===== src/design/ple_pkg.sv =====
// Shared types and constants for the positional list engine.
// Used by ple_cell and positional_list_engine; no dependencies.
`timescale 1ns / 1ps
`default_nettype none

package ple_pkg;

    localparam int DATA_W      = 32;
    localparam int MODE_W      = 3;
    localparam int POS_W       = 6;
    localparam int FIDX_W      = 5;
    localparam int CNT_W       = 6;
    localparam int IN_TDATA_W  = 40;
    localparam int RES_W       = 1 + DATA_W + FIDX_W + CNT_W;
    localparam int OUT_TDATA_W = 48;

    localparam logic [MODE_W-1:0] MODE_INSERT = 3'd0;
    localparam logic [MODE_W-1:0] MODE_GET    = 3'd1;
    localparam logic [MODE_W-1:0] MODE_SET    = 3'd2;
    localparam logic [MODE_W-1:0] MODE_REMOVE = 3'd3;
    localparam logic [MODE_W-1:0] MODE_FIND   = 3'd4;
    localparam logic [MODE_W-1:0] MODE_CLEAR  = 3'd5;

    typedef struct packed {
        logic ins;
        logic set;
        logic rem;
        logic find;
    } t_cell_ctl;

endpackage

`default_nettype wire


===== src/design/ple_cell.sv =====
// One list position: value register plus a stage of the result carry chain.
// Depends on ple_pkg.
`timescale 1ns / 1ps
`default_nettype none

module ple_cell #(
    parameter int IDX = 0,
    parameter int PW  = 6,
    parameter int IW  = 5
) (
    input  wire                          i_clk,
    input  ple_pkg::t_cell_ctl           i_ctl,
    input  wire  [PW-1:0]                i_pos,
    input  wire  [PW-1:0]                i_count,
    input  wire  [ple_pkg::DATA_W-1:0]   i_value,
    input  wire  [ple_pkg::DATA_W-1:0]   i_left,
    input  wire  [ple_pkg::DATA_W-1:0]   i_right,
    output logic [ple_pkg::DATA_W-1:0]   o_val,
    input  wire                          i_c_valid,
    input  wire  [ple_pkg::DATA_W-1:0]   i_c_data,
    input  wire  [IW-1:0]                i_c_idx,
    output logic                         o_c_valid,
    output logic [ple_pkg::DATA_W-1:0]   o_c_data,
    output logic [IW-1:0]                o_c_idx
);

    localparam logic [PW-1:0] L_POS = PW'(IDX);
    localparam logic [IW-1:0] L_IDX = IW'(IDX);

    logic [ple_pkg::DATA_W-1:0] r_val;
    logic [ple_pkg::DATA_W-1:0] n_val;
    logic                       w_hit;

    always_comb begin
        n_val = r_val;
        if (i_ctl.ins) begin
            if (L_POS > i_pos) begin
                n_val = i_left;
            end else if (L_POS == i_pos) begin
                n_val = i_value;
            end
        end
        if (i_ctl.set && (L_POS == i_pos)) begin
            n_val = i_value;
        end
        if (i_ctl.rem && (L_POS >= i_pos)) begin
            n_val = i_right;
        end
    end

    // find: value match inside the list; get/remove: position match
    assign w_hit = i_ctl.find ? ((r_val == i_value) && (L_POS < i_count)) : (L_POS == i_pos);

    always_ff @(posedge i_clk) begin
        r_val     <= n_val;
        o_c_valid <= i_c_valid | w_hit;
        o_c_data  <= i_c_valid ? i_c_data : r_val;
        o_c_idx   <= i_c_valid ? i_c_idx : L_IDX;
    end

    assign o_val = r_val;

endmodule

`default_nettype wire


===== src/design/positional_list_engine.sv =====
// Positional list engine top level: control sequencer, cell chain, output register.
// Depends on ple_pkg and ple_cell.
//
// Keeps an ordered list of up to CAPACITY signed 32-bit words in a row of cells. Insert,
// set, clear and unused modes pass through the execute and finish states to the output
// register; get, find and remove also wait in the scan state for the result carry chain,
// which moves one cell per clock towards the tail. One item is in work at a time; the
// next is accepted once the result sits in the output register, even if not yet taken.
`timescale 1ns / 1ps
`default_nettype none

module positional_list_engine #(
    parameter int CAPACITY = 32
) (
    input  wire                                i_clk,
    input  wire                                i_rst_n,
    input  wire                                i_s_tvalid,
    output logic                               o_s_tready,
    // tuser: mode[2:0]
    input  wire  [ple_pkg::MODE_W-1:0]         i_s_tuser,
    // tdata: index[5:0], value[37:6], zero fill[39:38]
    input  wire  [ple_pkg::IN_TDATA_W-1:0]     i_s_tdata,
    output logic                               o_m_tvalid,
    input  wire                                i_m_tready,
    // tdata: ok[0], read_value[32:1], found_index[37:33], item_count[43:38], zero[47:44]
    output logic [ple_pkg::OUT_TDATA_W-1:0]    o_m_tdata
);

    localparam int CW = $clog2(CAPACITY + 1);
    localparam int IW = $clog2(CAPACITY);
    localparam int PW = (CW > ple_pkg::POS_W) ? CW : ple_pkg::POS_W;
    localparam int DW = ple_pkg::DATA_W;

    typedef enum logic [3:0] {
        ST_IDLE = 4'b0001,
        ST_EXEC = 4'b0010,
        ST_SCAN = 4'b0100,
        ST_FIN  = 4'b1000
    } t_state;

    t_state                      r_state, n_state;
    logic [ple_pkg::MODE_W-1:0]  r_mode, n_mode;
    logic [ple_pkg::POS_W-1:0]   r_pos, n_pos;
    logic [DW-1:0]               r_value, n_value;
    logic [CW-1:0]               r_count, n_count;
    logic [CW-1:0]               r_scan, n_scan;
    logic [ple_pkg::RES_W-1:0]   r_res, n_res;
    logic                        r_out_valid, n_out_valid;
    logic [ple_pkg::RES_W-1:0]   r_out_data, n_out_data;

    ple_pkg::t_cell_ctl          w_ctl;
    logic [PW-1:0]               w_pos;
    logic [PW-1:0]               w_cnt;
    logic [PW-1:0]               w_ncnt;
    logic [PW-1:0]               w_tidx;
    logic                        w_pos_lt;
    logic                        w_ins_ok;
    logic                        w_accept;
    logic                        r_ok, w_ok;
    logic [DW-1:0]               w_rd;
    logic [ple_pkg::FIDX_W-1:0]  w_fidx;

    logic [DW-1:0]               w_val [CAPACITY];
    logic                        w_cv  [CAPACITY];
    logic [DW-1:0]               w_cd  [CAPACITY];
    logic [IW-1:0]               w_ci  [CAPACITY];

    assign w_pos    = PW'(r_pos);
    assign w_cnt    = PW'(r_count);
    assign w_ncnt   = PW'(n_count);
    assign w_tidx   = PW'(w_ci[CAPACITY-1]);
    assign w_pos_lt = (w_pos < w_cnt);
    assign w_ins_ok = (w_pos <= w_cnt) && (w_cnt < PW'(CAPACITY));
    assign w_accept = i_s_tvalid && o_s_tready;
    assign r_ok     = r_res[0];

    assign o_s_tready = (r_state == ST_IDLE);
    assign o_m_tvalid = r_out_valid;
    assign o_m_tdata  = {{(ple_pkg::OUT_TDATA_W - ple_pkg::RES_W){1'b0}}, r_out_data};

    always_comb begin
        n_state     = r_state;
        n_mode      = r_mode;
        n_pos       = r_pos;
        n_value     = r_value;
        n_count     = r_count;
        n_scan      = r_scan;
        n_res       = r_res;
        n_out_valid = r_out_valid && !i_m_tready;
        n_out_data  = r_out_data;
        w_ctl       = '0;
        w_ctl.find  = (r_mode == ple_pkg::MODE_FIND);
        w_ok        = 1'b0;
        w_rd        = '0;
        w_fidx      = '0;

        case (r_state)
            ST_IDLE: begin
                if (w_accept) begin
                    n_mode  = i_s_tuser;
                    n_pos   = i_s_tdata[ple_pkg::POS_W-1:0];
                    n_value = i_s_tdata[ple_pkg::POS_W +: DW];
                    n_state = ST_EXEC;
                end
            end
            ST_EXEC: begin
                n_scan  = CW'(1);
                n_state = ST_FIN;
                case (r_mode)
                    ple_pkg::MODE_INSERT: begin
                        if (w_ins_ok) begin
                            w_ctl.ins = 1'b1;
                            n_count   = r_count + CW'(1);
                            w_ok      = 1'b1;
                        end
                    end
                    ple_pkg::MODE_SET: begin
                        if (w_pos_lt) begin
                            w_ctl.set = 1'b1;
                            w_ok      = 1'b1;
                        end
                    end
                    ple_pkg::MODE_CLEAR: begin
                        n_count = '0;
                        w_ok    = 1'b1;
                    end
                    ple_pkg::MODE_GET,
                    ple_pkg::MODE_REMOVE,
                    ple_pkg::MODE_FIND: begin
                        n_state = ST_SCAN;
                    end
                    default: begin
                        w_ok = 1'b0;
                    end
                endcase
                n_res = {w_ncnt[ple_pkg::CNT_W-1:0], w_fidx, w_rd, w_ok};
            end
            ST_SCAN: begin
                if (r_scan == CW'(CAPACITY)) begin
                    n_state = ST_FIN;
                    case (r_mode)
                        ple_pkg::MODE_GET: begin
                            w_ok = w_pos_lt;
                            w_rd = w_pos_lt ? w_cd[CAPACITY-1] : '0;
                        end
                        ple_pkg::MODE_REMOVE: begin
                            if (w_pos_lt) begin
                                w_ok      = 1'b1;
                                w_rd      = w_cd[CAPACITY-1];
                                w_ctl.rem = 1'b1;
                                n_count   = r_count - CW'(1);
                            end
                        end
                        ple_pkg::MODE_FIND: begin
                            w_ok   = w_cv[CAPACITY-1];
                            w_fidx = w_cv[CAPACITY-1] ? w_tidx[ple_pkg::FIDX_W-1:0] : '0;
                        end
                        default: begin
                            w_ok = 1'b0;
                        end
                    endcase
                    n_res = {w_ncnt[ple_pkg::CNT_W-1:0], w_fidx, w_rd, w_ok};
                end else begin
                    n_scan = r_scan + CW'(1);
                end
            end
            ST_FIN: begin
                if (!r_out_valid || i_m_tready) begin
                    n_out_valid = 1'b1;
                    n_out_data  = r_res;
                    n_state     = ST_IDLE;
                end
            end
            default: begin
                n_state = ST_IDLE;
            end
        endcase
    end

    always_ff @(posedge i_clk) begin
        if (!i_rst_n) begin
            r_state     <= ST_IDLE;
            r_count     <= '0;
            r_out_valid <= 1'b0;
        end else begin
            r_state     <= n_state;
            r_count     <= n_count;
            r_out_valid <= n_out_valid;
        end
    end

    always_ff @(posedge i_clk) begin
        r_mode     <= n_mode;
        r_pos      <= n_pos;
        r_value    <= n_value;
        r_scan     <= n_scan;
        r_res      <= n_res;
        r_out_data <= n_out_data;
    end

    // cell chain: values shift between neighbours, results carry towards the tail
    for (genvar g = 0; g < CAPACITY; g++) begin : g_cell
        logic [DW-1:0] w_left;
        logic [DW-1:0] w_right;
        logic          w_civ;
        logic [DW-1:0] w_cid;
        logic [IW-1:0] w_cii;

        if (g == 0) begin : g_head
            assign w_left = r_value;
            assign w_civ  = 1'b0;
            assign w_cid  = '0;
            assign w_cii  = '0;
        end else begin : g_body
            assign w_left = w_val[g-1];
            assign w_civ  = w_cv[g-1];
            assign w_cid  = w_cd[g-1];
            assign w_cii  = w_ci[g-1];
        end

        if (g == CAPACITY - 1) begin : g_tail
            assign w_right = w_val[g];
        end else begin : g_mid
            assign w_right = w_val[g+1];
        end

        ple_cell #(
            .IDX (g),
            .PW  (PW),
            .IW  (IW)
        ) u_cell (
            .i_clk     (i_clk),
            .i_ctl     (w_ctl),
            .i_pos     (w_pos),
            .i_count   (w_cnt),
            .i_value   (r_value),
            .i_left    (w_left),
            .i_right   (w_right),
            .o_val     (w_val[g]),
            .i_c_valid (w_civ),
            .i_c_data  (w_cid),
            .i_c_idx   (w_cii),
            .o_c_valid (w_cv[g]),
            .o_c_data  (w_cd[g]),
            .o_c_idx   (w_ci[g])
        );
    end

    a_count_bound: assert property (@(posedge i_clk) disable iff (!i_rst_n)
        r_count <= CW'(CAPACITY))
        else $error("item count above capacity");

    a_accept_exec: assert property (@(posedge i_clk) disable iff (!i_rst_n)
        w_accept |=> (r_state == ST_EXEC))
        else $error("accepted word not taken into execution");

    a_fin_out: assert property (@(posedge i_clk) disable iff (!i_rst_n)
        ((r_state == ST_FIN) && (!r_out_valid || i_m_tready)) |=>
        (o_m_tvalid && (r_state == ST_IDLE)))
        else $error("finished result not moved to output");

    a_ins_count: assert property (@(posedge i_clk) disable iff (!i_rst_n)
        w_ctl.ins |=> (r_count == $past(r_count) + CW'(1)) && r_ok)
        else $error("insert did not grow the list by one");

endmodule

`default_nettype wire


===== config.mk =====
export PLATFORM = sky130hd
export DESIGN_NAME = positional_list_engine
export DESIGN_NICKNAME = d
export VERILOG_FILES = /design/src/design/ple_pkg.sv /design/src/design/ple_cell.sv /design/src/design/positional_list_engine.sv
export SDC_FILE = /design/constraint.sdc
export NUM_CORES = 2
export LEC_CHECK = 0
export BUFFER_PORTS_ARGS = -buffer_cell sky130_fd_sc_hd__buf_2
export CORE_ASPECT_RATIO = 0.7
export CORE_MARGIN = 2
export CORE_UTILIZATION = 50
export CTS_BUF_LIST = sky130_fd_sc_hd__clkbuf_2
export DETAILED_ROUTE_END_ITERATION = 6
export PLACE_DENSITY = 0.75
export SLEW_MARGIN = 0
export SYNTH_ARGS = -nofsm -noshare
export SYNTH_HDL_FRONTEND = slang
export SYNTH_SLANG_ARGS = --single-unit

===== constraint.sdc =====
create_clock -name i_clk -period 7.5 [get_ports i_clk]
set_input_delay 1.125 -clock i_clk [delete_from_list [all_inputs] [get_ports i_clk]]
set_output_delay 1.125 -clock i_clk [all_outputs]
set_load 0.03 [all_outputs]

==> impl_results.md <==
* Final nets at 9383
* Sw Share at 0.289
* Drt drc at 9
* Finished Core Util at 0.547
* Die Area at about 0.22 mm²
* IO Pins at 97
* Final setup viols at 0
* Post-synthesis sequential element count at about 2400
* Vias post-DR at 79323
* Setup TNS at 0 ps
* Sequential power share at 0.541
* TritonCTS Buffers at 574
* Synth Instances at ~9100
* Psw at around 8 mW
* Setup Skew at between 200 and 250 ps
* Drt via density at roughly 6.3
* Post-CTS Setup Bufs at 0
* Initial antenna violation count at 33
* Pleak at 43.4 nW
* Hpwl dp at roughly 260000 µm
* Cells after DPL at about 11000
* Post-Layout Cell Count at 12620
* Pins Over Slew Limit at 0
* Worst setup EP type: register
* Min-delay worst type: input port to register
* CTS tree: done
* Reg clk slew, reported paths at ~180 ps
* Critical-path top delay cell: nor3_2
* Global placement routability congestion at ~1.0
* Clock sinks at around 2400
* DR pass1 iterations at 7
* Grt total ovfl at 0
* CP arrival at 7080 ps
* Logic pwr share at 0.120
* Area Growth Syn to Fin at 8.52%
* F_max at around 170 MHz
* Vias in the first global route at between 70000 and 80000
* CORE AREA at around 0.21 mm²
* CP delay by family, top: simple AND/OR/NAND/NOR gates
* Final hold vios at 0
* Global-route wire length before repair at between 500000 and 600000 µm
* Pint at 19.1 mW
* Port Buf Inserts at 90
* Clock Tree Root: clkbuf_2
* Actual slew at the worst max-slew pin at between 1000 and 1500 ps
* DR WL/cell at approximately 31 µm
* Ys Warns at 0
* Drt total wl at around 390000 µm
* Rows at 141
* Seq/Total Area, Yosys at 0.552
* Share of cells above drive strength 1 at 0.249
* CP required at roughly 9000 ps
* Mapped Area at ~0.11 mm²
* Top FF cell, synth: dfxtp_1
* Largest net degree at the start of global routing at 66
* Initial DRC count at ~13000
* Most frequent cells in the layout: dfxtp_1 (1190), edfxtp_1 (1159), mux2_2 (1047), clkbuf_2 (935), mux2i_1 (822)
* Run status: finished, violations left
* Power per cell area at 233 mW/mm²
* Cells along the critical path: inv_1, ha_1, and4_1, o21ai_1, nand4_1, nor3_2, nand2_1, a21oi_4, buf_4
* CTS Buffer Depth at 4
* Final Cycle Share at 0.770
* Die H at roughly 400 µm
* Commonest non-fill, non-tap cell in the layout: dfxtp_1
* Initial Utilization at 0.504
* Total GRT Usage at 0.345
* Synth async-reset ratio at 0
* Max Cap Viol at 0
* Die width at around 560 µm
* Clock network power share at 0.339
* Post-DRT Antenna Nets at 0
* Max Fanout on Critical Path at 23
* Worst path bufs/invs at 2
* Post-CTS Hold Buffers at 45
* Failing checks: design-rule violations
* Clk_lat worst skew at 1730 ps
* Post-CTS sizing at 0
* Slew margin rel. at 0.0851
* H-tree depth at 6
* Syn_area_per_cell at roughly 12 µm²
* Worst stage delay on the critical path at 1190 ps
* RSZ-0062 raised after global routing: false
* Number of enable flip-flop cells after synthesis at approximately 1200
* Tmin final at slightly below 6000 ps
* Netlist cell types at 68
* Critical path launch point type: register
* WS Path Type: register to register
* Worst VDD drop at between 100 and 150 µV
==> worst register-to-register path: stages (launching register included) <==
cell and delay, ps:
dfxtp_1 760, inv_1 430, ha_1 460, and4_1 200, o21ai_1 220, nand4_1 660
nor3_2 1190, nand2_1 250, a21oi_4 840, buf_4 380
==> cells by family after synthesis <==
| logic type | synth area share |
|---|---|
| other | 0.0000352 |
| buffers and inverters | 0.0318 |
| DFF | 0.552 |
| xor gates and xnor gates | 0.0842 |
| AOI/OAI and AO/OA | 0.0591 |
| muxes | 0.188 |
| and+or+nand+nor | 0.0836 |
| adders and majority gates | 0.00141 |
==> cells in the mapped netlist (all sizes together), types with 5 or more instances <==
| library cell | instances | area [µm²] |
|---|---|---|
| dfxtp | 1196 | 23900 |
| edfxtp | 1159 | 34800 |
| mux2 | 1048 | 11800 |
| mux2i | 822 | 8230 |
| nor2 | 798 | 3010 |
| a21oi | 721 | 3620 |
| xnor2 | 580 | 5080 |
| nand2 | 510 | 1920 |
| xor2 | 443 | 3880 |
| clkbuf | 417 | 1570 |
| o21ai | 307 | 1540 |
| buf | 299 | 1720 |
| nand4 | 170 | 1060 |
| nor4 | 140 | 891 |
| a31oi | 104 | 651 |
| and2 | 95 | 594 |
| nand2b | 81 | 507 |
| nand3 | 55 | 325 |
| nor3 | 34 | 191 |
| inv | 25 | 93.8 |
| or3 | 18 | 113 |
| a21boi | 14 | 105 |
| ha | 12 | 150 |
| and3 | 10 | 62.6 |
| nor2b | 9 | 56.3 |
| or2 | 6 | 37.5 |
| a221o | 5 | 50.1 |
| o21a | 5 | 37.5 |
==> through the flow <==
step,setup WS [ps],instance area (µm²),hold WS [ps],total power [mW]
floorplan,2090,106000,386,16.7
global placement,2360,110000,393,17.8
detailed placement,2290,110000,391,17.8
CTS,2190,115000,16.1,26.7
global route,1860,116000,40.2,27.7
finish,1730,116000,95.3,26.9
==> sequential cells by signal (all words and copies together) (netlist names) <==
register,flops
g_cell.u_cell.o_c_data,1024
g_cell.u_cell.o_val,1024
r_mode,3
g_cell.w_left,32
r_state,4
r_pos,6
g_cell.u_cell.o_c_idx,129
r_res,44
r_scan,6
g_cell.u_cell.o_c_valid,32
r_count,6
r_out_data,44
o_m_tvalid,1
==> area by class of cell <==
cell class                 instances  area (µm²)
sequential                      2355       58800
fill                           17968       95800
tap                             2788        3490
antenna                           29        72.6
clock inverter                   120         803
inverter                          26        97.6
timing repair buffer             328        2610
clock buffer                     935        4680
multi-input combinational       6039       45000
==> power groups by stage <==
stage                     sequential [mW]  combinational (mW)  clock (mW)
after floorplan                      14.5                2.23           0
after global placement               14.8                3.00           0
after detailed placement             14.8                3.05           0
after CTS                            14.5                3.09        9.11
after global routing                 14.6                3.32        9.78
final                                14.5                3.23        9.11
==> per-layer routing <==
metal,GRT usage,part of all wire,routed length (µm),vias up
li1,-,-,-,33108
met3,0.188,0.20,75900,800
met4,0.0999,0.030,11600,30
met1,0.504,0.41,157000,38461
met5,0.0191,0.00096,370,-
met2,0.422,0.36,141000,6924
==> path summary, 6_finish.rpt <==
path | from | endpoint | slack [ps] | cells after the start
setup reg to reg | r_count[5] | g_cell[8].u_cell.o_val[0] | 1730 | 9
setup / recovery | r_count[5] | g_cell[8].u_cell.o_val[0] | 1730 | 9
hold reg to reg | g_cell[0].u_cell.o_val[4] | g_cell[0].u_cell.o_c_data[4] | 340 | 0
hold / removal | i_s_tdata[33] | g_cell[0].w_left[27] | 100 | 2
Power figures use the tool's default switching activity.
